`src/rtl/core/lmps_pkg.sv`:
```
`timescale 1ns / 1ps

package lmps_pkg;

  // Configuration register indexes
  typedef enum logic [1:0] {
    CFG_BRIGHTNESS = 2'd0,
    CFG_ROTATION   = 2'd1,
    CFG_SERPENTINE = 2'd2
  } cfg_reg_e;

  // Quarter-turn codes
  typedef enum logic [1:0] {
    ROT_0   = 2'd0,
    ROT_90  = 2'd1,
    ROT_180 = 2'd2,
    ROT_270 = 2'd3
  } rot_e;

  localparam logic [7:0] BRIGHTNESS_RESET = 8'd16;

  typedef struct packed {
    logic [7:0] bright_ceil;
    rot_e       rotation;
    logic       serpentine;
  } cfg_t;

  // One pixel as held in the input stage
  typedef struct packed {
    logic [3:0] column;
    logic [3:0] row;
    logic [7:0] red;
    logic [7:0] green;
    logic [7:0] blue;
  } pixel_t;

  // One mapped and scaled result
  typedef struct packed {
    logic [7:0] led_index;
    logic [4:0] red;
    logic [4:0] green;
    logic [4:0] blue;
  } result_t;

endpackage

```
`src/rtl/core/led_matrix_pixel_map_scale.sv`:
```
`timescale 1ns / 1ps
// Channel  Handshake                 Payload
// pixel    in_valid_i / in_stall_o   column_i row_i red_in_i green_in_i blue_in_i
// result   out_valid_o / out_stall_i led_index_o red_out_o green_out_o blue_out_o
// config   cfg_valid_i / cfg_ready_o cfg_index_i cfg_data_i
//
// One pixel per cycle unless in_stall_o is raised: input register, then result
// register, with the mapping and the three 8x8 scaling multiplies between.
// Reset clears the valid flags and loads brightness 16, rotation 0,
// serpentine off. out_stall_i freezes the result register; the input
// register keeps taking a pixel until both stages hold one.
module led_matrix_pixel_map_scale
  import lmps_pkg::*;
#(
  parameter int unsigned MATRIX_WIDTH   = 16,
  parameter int unsigned MATRIX_HEIGHT  = 16,
  parameter int unsigned BRIGHTNESS_CAP = 16
) (
  input  logic       clk_i,
  input  logic       rst_ni,
  input  logic       in_valid_i,
  output logic       in_stall_o,
  input  logic [3:0] column_i,
  input  logic [3:0] row_i,
  input  logic [7:0] red_in_i,
  input  logic [7:0] green_in_i,
  input  logic [7:0] blue_in_i,
  output logic       out_valid_o,
  input  logic       out_stall_i,
  output logic [7:0] led_index_o,
  output logic [4:0] red_out_o,
  output logic [4:0] green_out_o,
  output logic [4:0] blue_out_o,
  input  logic       cfg_valid_i,
  output logic       cfg_ready_o,
  input  logic [1:0] cfg_index_i,
  input  logic [7:0] cfg_data_i
);

  localparam logic [7:0] Cap = 8'(BRIGHTNESS_CAP);

  cfg_t       cfg;
  logic [7:0] limit;

  logic    in_valid_q, in_valid_d;
  pixel_t  pix_q;
  logic    out_valid_q, out_valid_d;
  result_t res_q, res_d;

  logic out_adv, in_adv, in_accept;

  assign cfg_ready_o = 1'b1;

  lmps_cfg u_cfg (
    .clk_i       (clk_i),
    .rst_ni      (rst_ni),
    .cfg_valid_i (cfg_valid_i),
    .cfg_index_i (cfg_index_i),
    .cfg_data_i  (cfg_data_i),
    .cfg_o       (cfg)
  );

  // Result register takes a new value when empty or being drained
  assign out_adv    = !out_valid_q || !out_stall_i;
  assign in_adv     = !in_valid_q || out_adv;
  assign in_stall_o = !in_adv;
  assign in_accept  = in_valid_i && !in_stall_o;

  assign limit = (cfg.bright_ceil > Cap) ? Cap : cfg.bright_ceil;

  lmps_map #(
    .MATRIX_WIDTH  (MATRIX_WIDTH),
    .MATRIX_HEIGHT (MATRIX_HEIGHT)
  ) u_map (
    .column_i     (pix_q.column),
    .row_i        (pix_q.row),
    .rotation_i   (cfg.rotation),
    .serpentine_i (cfg.serpentine),
    .led_index_o  (res_d.led_index)
  );

  lmps_scale u_scale_red (
    .value_i  (pix_q.red),
    .limit_i  (limit),
    .scaled_o (res_d.red)
  );

  lmps_scale u_scale_green (
    .value_i  (pix_q.green),
    .limit_i  (limit),
    .scaled_o (res_d.green)
  );

  lmps_scale u_scale_blue (
    .value_i  (pix_q.blue),
    .limit_i  (limit),
    .scaled_o (res_d.blue)
  );

  assign in_valid_d  = in_adv ? in_valid_i : in_valid_q;
  assign out_valid_d = out_adv ? in_valid_q : out_valid_q;

  always_ff @(posedge clk_i or negedge rst_ni) begin
    if (!rst_ni) begin
      in_valid_q  <= 1'b0;
      out_valid_q <= 1'b0;
    end else begin
      in_valid_q  <= in_valid_d;
      out_valid_q <= out_valid_d;
    end
  end

  always_ff @(posedge clk_i) begin
    if (in_accept) begin
      pix_q <= '{column: column_i, row: row_i, red: red_in_i,
                 green: green_in_i, blue: blue_in_i};
    end
    if (out_adv && in_valid_q) begin
      res_q <= res_d;
    end
  end

  assign out_valid_o = out_valid_q;
  assign led_index_o = res_q.led_index;
  assign red_out_o   = res_q.red;
  assign green_out_o = res_q.green;
  assign blue_out_o  = res_q.blue;

  // An accepted pixel occupies the input register next cycle
  assert property (@(posedge clk_i) disable iff (!rst_ni)
    in_accept |=> in_valid_q)
    else $error("accepted pixel not held in input register");

  // A result only appears after a pixel sat in the input register
  assert property (@(posedge clk_i) disable iff (!rst_ni)
    $rose(out_valid_o) |-> $past(in_valid_q))
    else $error("result without a pixel");

  // Both stages full and output stalled: no new pixel may enter
  assert property (@(posedge clk_i) disable iff (!rst_ni)
    (in_valid_q && out_valid_q && out_stall_i) |-> in_stall_o)
    else $error("input register overwritten while full");

  // An empty result register never blocks the input
  assert property (@(posedge clk_i) disable iff (!rst_ni)
    !out_valid_q |-> !in_stall_o)
    else $error("stall raised with empty result register");

  // A full input stage drains when the result register is free
  assert property (@(posedge clk_i) disable iff (!rst_ni)
    (in_valid_q && out_adv) |=> out_valid_q)
    else $error("pixel lost between stages");

endmodule

```
`src/rtl/core/lmps_cfg.sv`:
```
`timescale 1ns / 1ps

module lmps_cfg
  import lmps_pkg::*;
(
  input  logic       clk_i,
  input  logic       rst_ni,
  input  logic       cfg_valid_i,
  input  logic [1:0] cfg_index_i,
  input  logic [7:0] cfg_data_i,
  output cfg_t       cfg_o
);

  cfg_t cfg_q, cfg_d;

  always_comb begin
    cfg_d = cfg_q;
    if (cfg_valid_i) begin
      unique case (cfg_reg_e'(cfg_index_i))
        CFG_BRIGHTNESS: cfg_d.bright_ceil = cfg_data_i;
        CFG_ROTATION:   cfg_d.rotation = rot_e'(cfg_data_i[1:0]);
        CFG_SERPENTINE: cfg_d.serpentine = cfg_data_i[0];
        default: ; // drop writes beyond the register list
      endcase
    end
  end

  always_ff @(posedge clk_i or negedge rst_ni) begin
    if (!rst_ni) begin
      cfg_q.bright_ceil <= BRIGHTNESS_RESET;
      cfg_q.rotation    <= ROT_0;
      cfg_q.serpentine  <= 1'b0;
    end else begin
      cfg_q <= cfg_d;
    end
  end

  assign cfg_o = cfg_q;

endmodule

```
`src/rtl/core/lmps_map.sv`:
```
`timescale 1ns / 1ps

module lmps_map
  import lmps_pkg::*;
#(
  parameter int unsigned MATRIX_WIDTH  = 16,
  parameter int unsigned MATRIX_HEIGHT = 16
) (
  input  logic [3:0] column_i,
  input  logic [3:0] row_i,
  input  rot_e       rotation_i,
  input  logic       serpentine_i,
  output logic [7:0] led_index_o
);

  // Coordinates wrap modulo 256; a width of 256 folds to zero, which keeps
  // the product correct mod 256.
  localparam logic [7:0] WidthM1  = 8'(MATRIX_WIDTH - 1);
  localparam logic [7:0] HeightM1 = 8'(MATRIX_HEIGHT - 1);
  localparam logic [7:0] Width8   = 8'(MATRIX_WIDTH);

  logic [7:0]  x, y, rot_x, rot_y, phys_x;
  logic [15:0] row_base;

  assign x = {4'b0, column_i};
  assign y = {4'b0, row_i};

  always_comb begin
    unique case (rotation_i)
      ROT_0: begin
        rot_x = x;
        rot_y = y;
      end
      ROT_90: begin
        rot_x = HeightM1 - y;
        rot_y = x;
      end
      ROT_180: begin
        rot_x = WidthM1 - x;
        rot_y = HeightM1 - y;
      end
      ROT_270: begin
        rot_x = y;
        rot_y = WidthM1 - x;
      end
      default: begin
        rot_x = x;
        rot_y = y;
      end
    endcase
  end

  // Reverse the column order on odd physical rows
  assign phys_x   = (serpentine_i && rot_y[0]) ? (WidthM1 - rot_x) : rot_x;
  assign row_base = rot_y * Width8;

  assign led_index_o = row_base[7:0] + phys_x;

endmodule

```
`src/rtl/core/lmps_scale.sv`:
```
`timescale 1ns / 1ps

module lmps_scale (
  input  logic [7:0] value_i,
  input  logic [7:0] limit_i,
  output logic [4:0] scaled_o
);

  logic [15:0] prod;
  logic [16:0] sum;

  assign prod = value_i * limit_i;

  // floor(p / 255) for any product p of two 8-bit values: (p + (p >> 8) + 1) >> 8
  assign sum = {1'b0, prod} + {9'b0, prod[15:8]} + 17'd1;

  assign scaled_o = sum[12:8];

endmodule

```
`config.mk`:
```
export PLATFORM = sky130hd
export DESIGN_NAME = led_matrix_pixel_map_scale
export DESIGN_NICKNAME = d
export VERILOG_FILES = /design/src/rtl/core/lmps_pkg.sv /design/src/rtl/core/led_matrix_pixel_map_scale.sv /design/src/rtl/core/lmps_cfg.sv /design/src/rtl/core/lmps_map.sv /design/src/rtl/core/lmps_scale.sv
export SDC_FILE = /design/constraint.sdc
export NUM_CORES = 1
export LEC_CHECK = 0
export ABC_CLOCK_PERIOD_IN_PS = 14500
export BUFFER_PORTS_ARGS = -buffer_cell sky130_fd_sc_hd__buf_2
export CAP_MARGIN = 10
export CORE_MARGIN = 8
export CORE_UTILIZATION = 30
export CTS_CLUSTER_DIAMETER = 120
export DETAILED_ROUTE_END_ITERATION = 7
export PLACE_DENSITY_LB_ADDON = 0.05
export SETUP_SLACK_MARGIN = 0.15
export SLEW_MARGIN = 25
export SYNTH_ARGS = -nofsm -noshare
export SYNTH_HDL_FRONTEND = slang
export SYNTH_SLANG_ARGS = --single-unit
export TNS_END_PERCENT = 100
```
`constraint.sdc`:
```
create_clock -name clk_i -period 14.5 [get_ports clk_i]
set_clock_uncertainty 0.15 [all_clocks]
set_input_delay 0.725 -clock clk_i [delete_from_list [all_inputs] [get_ports clk_i]]
set_output_delay 0.725 -clock clk_i [all_outputs]
set_load 0.1 [all_outputs]
```
==> results by group, run 1 <==
Setup path
  – Worst reg-to-reg setup slack: 7.50 ns
  – Critical Path RT: 14.46 ns
  – CP startpoint kind: register
  – FF-to-FF Start: u_cfg.cfg_o[8]
  – Crit path capture type: register
  – Setup crit start: u_cfg.cfg_o[8]
  – Crit path kind: reg -> reg
  – Critical path arrival: 6.96 ns
  – Maximum net fanout on the critical path: 24

Die
  – # rows: 63
  – Die W: 190 µm
  – Core ar.: 0.0297 mm²
  – Starting density of the core: 30.5%
  – I/O pin count: 73
  – Die H: 190 µm
  – Die area: 0.0360 mm²

Clocking
  – Setup Buffers After CTS: 0
  – CTS tree: done
  – H-tree level count: 3
  – Worst skew pair latency: 0.35 ns
  – Post-CTS sizing: 0
  – Worst-path clk slew: 0.08 ns
  – CTS Sinks: 68
  – Hold buffers post-CTS: 0
  – CTS Root Cell: clkbuf_16
  – Clk buf depth: 2
  – Num CTS Buffers: 9

Global routing
  – Largest net degree at the start of global routing: 96
  – Vias in the first global route: 6,909
  – Met3 Use GR: 2.76%
  – Routing usage on met2: 19.7%
  – Total GRT Usage: 12.2%
  – Initial antenna violation count: 4
  – Grt ovf: 0
  – Met1 GRT Util: 16.6%
  – GR peak layer: met2
  – First-pass GRT wire length: 35.3 mm

Detailed routing
  – Vias: 6,323
  – WL final: 20.8 mm
  – WL/cell: 14.7 µm
  – DRC viols: 0
  – Iter 0 DRT Violations: 265
  – Post-DRT Antenna Nets: 0
  – Post-DR vias/cell: 4.48
  – Drt pass-1 iters: 4

Flow run
  – # Max-Cap Violations: 0

STA
  – Max_slew headroom: 35.0%
  – Final min period: 7.00 ns
  – Sum Neg Setup Slack: 0 ns
  – Worst slew pin tran: 0.975 ns
  – Final hold violation count: 0
  – Tcrit/Tclk final: 48.3%
  – RSZ-0062 raised after global routing: false
  – Setup ws final: 7.50 ns
  – Endpoints failing setup: 0
  – Fmax: 143 MHz
  – Max Transition Viols Final: 0

Power and ir drop
  – Leakage dissipation: 5.58 nW
  – Pwr Density: 175 mW/mm²
  – Max IR drop VDD: 0.000139 V

Logic synthesis
  – Asr flop ratio synth: 19.1%
  – Synth area leader: fa_1
  – Most frequent cell after synthesis: inv_1
  – Main synth FF type: edfxtp_1
  – Cells after Synth: 881
  – Post-synth top area share: 23.9%
  – Commonest cells post-synth: 159 x inv_1, 129 x ha_1, 108 x fa_1
  – Flops & latches, synth: 68
  – Number of flops mapped to enable cells by yosys: 55
  – Mean Syn Cell Area: 10.3 µm²
  – Synth top area cells: fa_1 24%, edfxtp_1 18%, ha_1 18%
  – Post-synthesis sequential area ratio: 21.8%
  – Post-Syn Area: 0.00905 mm²
  – Synth warnings: 0
  – Synth cell types: 58

Place
  – Pre-CTS setup slack: 7.46 ns
  – PortBufs: 71
  – Placed wire-length estimate: 16.5 mm
  – Routability Congestion: 0.739

Layout
  – Core Util, Final: 35.1%
  – Fillers: 3,066
  – Share of post-route cells with drive strength above 1: 11.3%
  – Syn-to-layout area delta: 15.4%
  – Fin nets: 1,297

Min path
  – HP Class: in -> async

Status
  – Outcome: finished, final reports clean
-- registers in the layout (all words and copies together), names as in the netlist --
name,flops
red_out_o,5
led_index_o,8
in_valid_q,1
out_valid_o,1
green_out_o,5
u_cfg.cfg_o,11
blue_out_o,5
pix_q,32
-- worst paths after layout --
| path | end | cells past startpoint |
|---|---|---|
| setup / recovery | blue_out_o[4] | 23 |
| min in group clk_i | out_valid_o | 1 |
| hold / removal | u_cfg.cfg_o[6] | 1 |
| hold reg to reg | out_valid_o | 1 |
| max in group asynchronous | u_cfg.cfg_o[7] | 1 |
| setup reg to reg | blue_out_o[4] | 23 |
-- cell usage in the layout, fill, tap and decap left out, types with 19 or more instances in the layout --
cell / n
inv_1: 159
ha_1: 129
fa_1: 108
and3_1: 90
conb_1: 73
buf_2: 71
edfxtp_1: 55
xnor2_1: 35
nor2_1: 30
a21oi_1: 28
and2_1: 24
o21ai_0: 21
nand2_1: 19
-- per-layer routing --
metal	wire, µm	part of all wire (%)
met3	782	3.8
met1	10400	50
met2	9370	45
met4	235	1.1
met5	23	0.11
-- cell families (layout without fill, tap and decap cells) --
family	count (synthesis)	after routing	share of synthesized area, %
adders and majority gates	237	237	41.7
and+or+nand+nor	212	212	13.4
buffers and inverters	183	249	7.63
AOI/OAI and AO/OA	117	117	8.93
DFF	68	68	21.8
xor gates and xnor gates	45	45	4.35
muxes	17	17	2.03
other	2	75	0.0829
-- critical path, stage by stage, from the launching register on --
cell,delay [ns]
dfrtp_1,0.41
or4_1,0.92
and2_1,0.35
fa_1,0.40
fa_1,0.49
inv_1,0.05
fa_1,0.50
fa_1,0.50
inv_1,0.04
ha_1,0.33
and2_4,0.19
a221oi_4,0.29
a21oi_2,0.15
o21a_1,0.23
o31a_1,0.28
a21oi_2,0.17
ha_1,0.15
o21a_1,0.12
o2111ai_1,0.12
o21ai_0,0.18
nand3b_1,0.18
nor3_2,0.24
o21ai_0,0.16
xnor2_1,0.16
-- metrics by stage --
stage	power [mW]	instance area (µm²)	cells	hold WS, ns
floorplan	1.34	9320	952	0.279
global placement	1.60	10100	1391	0.327
detailed placement	1.59	10100	1392	0.332
CTS	1.84	10400	1408	0.0991
global route	2.03	10400	1409	0.106
finish	1.83	10400	1410	0.107
-- power by group --
| part | leakage (nW) | internal, mW | switching, mW |
|---|---|---|---|
| Combinational | 4.76 | 0.471 | 0.797 |
| Sequential | 0.677 | 0.287 | 0.0333 |
| Clock | 0.143 | 0.136 | 0.106 |
| Total | 5.58 | 0.894 | 0.936 |
-- cell type report --
| class | count | area (µm²) | share of cell area, % |
|---|---|---|---|
| inverters | 159 | 597 | 5.71 |
| clock buffers | 9 | 225 | 2.16 |
| clock inverters | 7 | 80.1 | 0.767 |
| multi-input cells | 701 | 6670 | 63.9 |
| repair buffers | 74 | 398 | 3.81 |
| well taps | 390 | 488 | 4.67 |
| diodes | 2 | 5.00 | 0.0479 |
| flip-flops and latches | 68 | 1980 | 18.9 |
(Power assumes the default switching activity.)
==> run 2, diff against run 1 <==
Settings changed: ABC_AREA set to 1, ABC_CLOCK_PERIOD_IN_PS 14500 to 6300.
Clock period 14.5 ns to 6.3 ns, I/O delays scaled along.
==> results by group, run 2 <==
Layout
  – Fillers: 3,197 (+4.3%)
  – Most frequent cells in the layout: 238 x inv_1, 161 x nand2_1, 133 x nor2_1
  – Share of post-route cells with drive strength above 1: 15.2% (+3.9 points)
  – Commonest non-fill, non-tap cell in the layout: inv_1
  – Number of flip-flops in the largest register: 32 (unchanged)
  – Storage cell area: 0.00198 mm² (unchanged)
  – Fin nets: 1,565 (+21%)
  – Syn-to-layout area delta: 23.8%
  – Most flop-heavy register: pix_q
  – Multi-input gate area: 0.00684 mm² (+2.5%)
  – # diodes: 0 (-2)

Detailed routing
  – Vias: 7,107 (+12%)
  – Iter 0 DRT Violations: 235 (-11%)
  – Drt pass-1 iters: 4 (unchanged)
  – Post-DR vias/cell: 4.23 (-5.8%)
  – WL final: 22.2 mm (+6.7%)
  – WL/cell: 13.2 µm (-11%)
  – Post-DRT Antenna Nets: 0 (unchanged)
  – DRC viols: 0 (unchanged)

Power and ir drop
  – Pwr Density: 352 mW/mm² (+100%)
  – Leakage dissipation: 6.23 nW (+12%)
  – Max IR drop VDD: 0.000254 V (+83%)

STA
  – RSZ-0062 raised after global routing: true
  – Sum Neg Setup Slack: 0 ns (unchanged)
  – Final hold violation count: 0 (unchanged)
  – Fmax: 171 MHz (+20%)
  – Setup ws final: 0.462 ns (-7.04 ns)
  – Max_slew headroom: 64.9% (+30 points)
  – Final min period: 5.84 ns (-1.16 ns)
  – Endpoints failing setup: 0 (unchanged)
  – Tcrit/Tclk final: 92.7% (+44 points)
  – WHS: 0.0263 ns (-0.0804 ns)
  – Worst slew pin tran: 0.526 ns (-0.449 ns)
  – Max Transition Viols Final: 0 (unchanged)

Place
  – PortBufs: 71 (unchanged)
  – Pre-CTS setup slack: 0.138 ns (-7.32 ns)
  – Placed wire-length estimate: 17.9 mm (+8.2%)
  – Routability Congestion: 0.777 (+5.1%)

Clocking
  – Clk buf depth: 2 (unchanged)
  – Worst skew pair latency: 0.37 ns (+0.02 ns)
  – Num CTS Buffers: 9 (unchanged)
  – CTS Sinks: 68 (unchanged)
  – CTS tree: done
  – H-tree level count: 3 (unchanged)
  – CTS Root Cell: clkbuf_16
  – Worst-path clk slew: 0.07 ns (about the same)

Global routing
  – First-pass GRT wire length: 36.9 mm (+4.6%)
  – Grt ovf: 0 (unchanged)
  – Vias in the first global route: 7,556 (+9.4%)
  – Largest net degree at the start of global routing: 33 (-66%)
  – Initial antenna violation count: 2 (-2)
  – Total GRT Usage: 12.6% (+0.42 points)

Logic synthesis
  – Number of flops mapped to enable cells by yosys: 55 (unchanged)
  – Most frequent cell after synthesis: inv_1
  – Commonest cells post-synth: 244 x inv_1, 169 x nand2_1, 145 x nor2_1
  – Cells after Synth: 1,084 (+23%)
  – Synth cell types: 42 (-28%)
  – Synth warnings: 0 (unchanged)
  – Post-Syn Area: 0.00927 mm² (+2.4%)
  – Main synth FF type: edfxtp_1
  – Asr flop ratio synth: 19.1% (unchanged)
  – Mean Syn Cell Area: 8.56 µm² (-17%)
  – Post-synthesis sequential area ratio: 21.3% (-0.52 points)
  – Synth area leader: fa_1
  – Synth top area cells: fa_1 23%, edfxtp_1 18%, ha_1 17%
  – Flops & latches, synth: 68 (unchanged)
  – Post-synth top area share: 23.3% (-0.57 points)

Die
  – # rows: 64 (+1.6%)
  – Starting density of the core: 30.4% (-0.069 points)
  – I/O pin count: 73 (unchanged)
  – Die W: 192 µm (+1.1%)
  – Die area: 0.0368 mm² (+2.2%)
  – Die H: 192 µm (+1.1%)
  – Core ar.: 0.0305 mm² (+2.7%)

Setup path
  – CP startpoint kind: register
  – Critical path arrival: 5.82 ns (-1.14 ns)
  – Maximum net fanout on the critical path: 11 (-54%)
  – Crit path capture type: register
  – Critical Path RT: 6.28 ns (-8.18 ns)
  – Crit path kind: reg -> reg

Flow run
  – # Max-Cap Violations: 0 (unchanged)

Status
  – Outcome: finished, final reports clean

Min path
  – HP Class: in -> reg
run 2: what timing repair did:
action                                  in CTS  in global routing
resized for setup                            2                 70
gates cloned                                 0                  2
hold buffers                                33                  0
pin swaps                                    0                 18
endpoints found under the setup margin       1                 15
setup buffers                                0                  9
endpoints found under the hold margin       45                  0
run 2: layout make-up:
cell class,count,area share [%]
sequential,68,17.2
timing repair buffer,129,8.08
clock buffer,9,1.96
tap,396,4.32
multi-input combinational,828,59.6
clock inverter,7,0.730
inverter,245,8.08
run 2: through the flow:
step | power (mW) | cells | instance area (µm²) | util, %
2_1_floorplan | 2.79 | 1155 | 9540 | -
3_3_place_gp | 3.31 | 1622 | 10500 | 34.3
3_5_place_dp | 3.29 | 1622 | 10500 | 34.3
4_1_cts | 3.91 | 1671 | 11100 | 36.5
5_1_grt | 4.48 | 1682 | 11500 | 37.6
6_report | 4.04 | 1682 | 11500 | 37.6
run 2: per-layer routing:
layer | track usage [%] | part of all wire, %
met1 | 16.8 | 49
met2 | 20.8 | 48
met3 | 2.47 | 2.9
met4 | 3.20 | 0.91
met5 | 0 | 0.12
run 2: kinds of logic (layout without fill, tap and decap cells):
logic type / after synthesis / in the layout / share of synthesized area (%)
DFF: 68 / 68 / 21.3
xor gates and xnor gates: 38 / 38 / 3.95
adders and majority gates: 237 / 237 / 40.7
muxes: 4 / 4 / 0.486
and+or+nand+nor: 397 / 397 / 18.1
other: 2 / 73 / 0.0810
AOI/OAI and AO/OA: 79 / 79 / 4.80
buffers and inverters: 259 / 390 / 10.5
run 2: report_power, final:
group,leakage (nW),total [mW],internal [mW],switching [mW]
Sequential,0.680,0.675,0.640,0.0360
Clock,0.149,0.550,0.314,0.237
Combinational,5.40,2.82,0.946,1.87
run 2: final timing paths:
path                                start             end  slack [ns]  depth (start not counted)
setup / recovery           u_cfg.cfg_o[9]   blue_out_o[4]        0.46                         27
setup reg to reg           u_cfg.cfg_o[9]   blue_out_o[4]        0.46                         27
hold / removal                 in_valid_i      in_valid_q        0.03                          3
min in group asynchronous          rst_ni  u_cfg.cfg_o[3]        0.25                          2
max in group asynchronous          rst_ni  u_cfg.cfg_o[7]        5.47                          2
hold reg to reg                in_valid_q     out_valid_o        0.34                          2
run 2: critical path: stages, from the launching register on:
cell and delay, ns:
dfrtp_1 0.36, inv_1 0.08, nand2_2 0.08, nor3_4 0.25, buf_4 0.17, buf_8 0.17, nor2_1 0.07, fa_1 0.40
fa_1 0.49, inv_1 0.05, fa_1 0.50, fa_1 0.50, inv_1 0.04, ha_1 0.32, nand2_1 0.08, nand2_1 0.07
o21bai_1 0.23, a31oi_4 0.20, o21ai_0 0.13, xnor2_1 0.16, inv_1 0.07, ha_1 0.34, nand3_1 0.12, o211a_1 0.27
nand2_4 0.12, nand3_1 0.07, nand2_1 0.07, nand2_1 0.04
==> run 3, diff against run 2 <==
Settings changed: BUFFER_PORTS_ARGS -buffer_cell sky130_fd_sc_hd__buf_2 to not set, DONT_BUFFER_PORTS set to 1.
==> results by group, run 3 (synthesis results as in run 2) <==
Min path
  – HP Class: in -> reg
  – Worst Hold End: u_cfg.cfg_o[0]
  – Hold Path Origin: cfg_valid_i
  – Hold path depth: 2 (-1)

STA
  – Tcrit/Tclk final: 92.2% (-0.50 points)
  – Fmax: 172 MHz (+0.54%)
  – Final hold violation count: 0 (unchanged)
  – WHS: 0.0170 ns (-0.00930 ns)
  – Max_slew headroom: 27.4% (-38 points)
  – RSZ-0062 raised after global routing: true
  – Endpoints failing setup: 0 (unchanged)
  – Worst slew pin tran: 1.09 ns (+0.562 ns)
  – Sum Neg Setup Slack: 0 ns (unchanged)
  – Max Transition Viols Final: 0 (unchanged)
  – Final min period: 5.81 ns (-0.0313 ns)

Clocking
  – CTS Sinks: 68 (unchanged)
  – Num CTS Buffers: 9 (unchanged)
  – H-tree level count: 3 (unchanged)
  – Worst skew pair latency: 0.36 ns (about the same)
  – Clk buf depth: 2 (unchanged)
  – CTS Root Cell: clkbuf_16
  – Worst-path clk slew: 0.06 ns (about the same)
  – CTS tree: done

Detailed routing
  – WL final: 22.3 mm (+0.65%)
  – Iter 0 DRT Violations: 223 (-5.1%)
  – Drt pass-1 iters: 6 (+2)
  – Vias: 7,003 (-1.5%)
  – WL/cell: 13.7 µm (+4.1%)
  – Post-DR vias/cell: 4.30 (+1.9%)
  – Post-DRT Antenna Nets: 0 (unchanged)
  – DRC viols: 0 (unchanged)

Global routing
  – Largest net degree at the start of global routing: 33 (unchanged)
  – Total GRT Usage: 12.6% (-0.014 points)
  – Vias in the first global route: 7,310 (-3.3%)
  – First-pass GRT wire length: 36.8 mm (-0.52%)
  – Initial antenna violation count: 0 (-2)
  – Grt ovf: 0 (unchanged)

Die
  – Die W: 192 µm (unchanged)
  – # rows: 64 (unchanged)
  – Die area: 0.0368 mm² (unchanged)
  – I/O pin count: 73 (unchanged)
  – Core ar.: 0.0305 mm² (unchanged)
  – Die H: 192 µm (unchanged)
  – Starting density of the core: 30.4% (unchanged)

Setup path
  – Worst Reg-to-Reg Cells: 30 (+11%)
  – CP bufs+invs: 5 (-1)
  – Crit path capture type: register
  – Maximum net fanout on the critical path: 11 (unchanged)
  – Most numerous cell on the critical path: nand2_1
  – Critical path's largest stage delay: 0.50 ns (about the same)
  – Worst reg-to-reg setup slack: 0.49 ns (+0.03 ns)
  – FF-to-FF Start: u_cfg.cfg_o[6]
  – CP startpoint kind: register
  – FF-to-FF End: green_out_o[4]
  – Critical path arrival: 5.78 ns (-0.04 ns)
  – Crit path kind: reg -> reg
  – Critical Path RT: 6.27 ns (about the same)
  – Cell family with most CP delay: adder cells
  – Setup crit start: u_cfg.cfg_o[6]
  – CP max-delay cell: fa_1

Layout
  – Final Cell Area: 0.0113 mm² (-1.3%)
  – Most frequent cells in the layout: 236 x inv_1, 160 x nand2_1, 133 x nor2_1
  – Share of post-route cells with drive strength above 1: 10.8% (-4.4 points)
  – Commonest non-fill, non-tap cell in the layout: inv_1
  – Fin nets: 1,510 (-3.5%)
  – # diodes: 0 (unchanged)
  – Syn-to-layout area delta: 22.1%
  – Most flop-heavy register: pix_q
  – Number of flip-flops in the largest register: 32 (unchanged)

Place
  – PortBufs: 0 (-100%)
  – Routability Congestion: 0.770 (-0.88%)
  – Post-DP Area: 0.0101 mm² (-3.1%)
  – Placed wire-length estimate: 17.9 mm (about the same)

Power and ir drop
  – Max IR drop VDD: 0.000216 V (-15%)
  – Pwr Density: 358 mW/mm² (+1.5%)
  – Total power: 4.05 mW (+0.13%)
  – Leakage dissipation: 6.05 nW (-3.0%)

Status
  – Outcome: finished, final reports clean

Flow run
  – # Max-Cap Violations: 0 (unchanged)
-- run 3: cell count changes in the layout (fill, tap and decap cells not counted), sizes merged --
cell,change
dlygate4sd3,+9
inv,-2
clkbuf,+2
buf,-65
clkinvlp,+1
-- run 3: repair_timing --
action                                 CTS  global route
endpoints found under the hold margin   55             0
gates resized for setup                  3            64
gates cloned                             0             3
hold buffers                            42             0
setup endpoints to repair                4            15
setup buffers                            0            14
pin swaps                                0            20
-- run 3: worst max-delay path by stage --
stage | end | cells after the start
after floorplan | green_out_o[4] | 28
after global placement | red_out_o[4] | 26
after detailed placement | red_out_o[4] | 29
after CTS | red_out_o[4] | 29
after global routing | red_out_o[4] | 31
final | green_out_o[4] | 30
-- run 3: metal layers --
layer  vias to the layer above  global-route usage (%)  part of all wire [%]
met4                         0                    3.17                   1.0
met1                      3337                    16.6                    48
li1                       3581                       -                     -
met5                         -                       0                     0
met3                        13                    2.80                   3.6
met2                        72                    20.8                    47
-- run 3: final cells by class --
class	instances	area (µm²)
repair buffers	74	753
flip-flops and latches	68	1980
well taps	396	495
inverters	245	931
fillers	3209	19200
clock inverters	6	72.6
multi-input cells	828	6850
clock buffers	10	239
-- run 3: per-stage QoR --
step                      setup slack [ns]  utilization, %  std cells
after floorplan                      0.532               -       1155
after global placement               0.138            33.3       1552
after detailed placement             0.110            33.3       1552
after CTS                            0.139            35.7       1610
after global routing                 0.111            37.1       1627
final                                0.493            37.1       1627
-- run 3: where the power goes --
| group | switching, mW | internal [mW] |
|---|---|---|
| Sequential | 0.502 | 0.646 |
| Clock | 0.225 | 0.321 |
| Combinational | 1.41 | 0.946 |
-- run 3: worst register-to-register path, delay by kind of cell, from the launching register on --
| kind | cells | cell delay, ns |
|---|---|---|
| AO/OA/AOI/OAI | 5 | 0.87 |
| buffers and inverters | 5 | 0.39 |
| AND/OR/NAND/NOR | 13 | 1.07 |
| XOR/XNOR | 1 | 0.15 |
| adder cells (fa/ha/maj) | 6 | 2.51 |
| flip-flops | 1 | 0.42 |
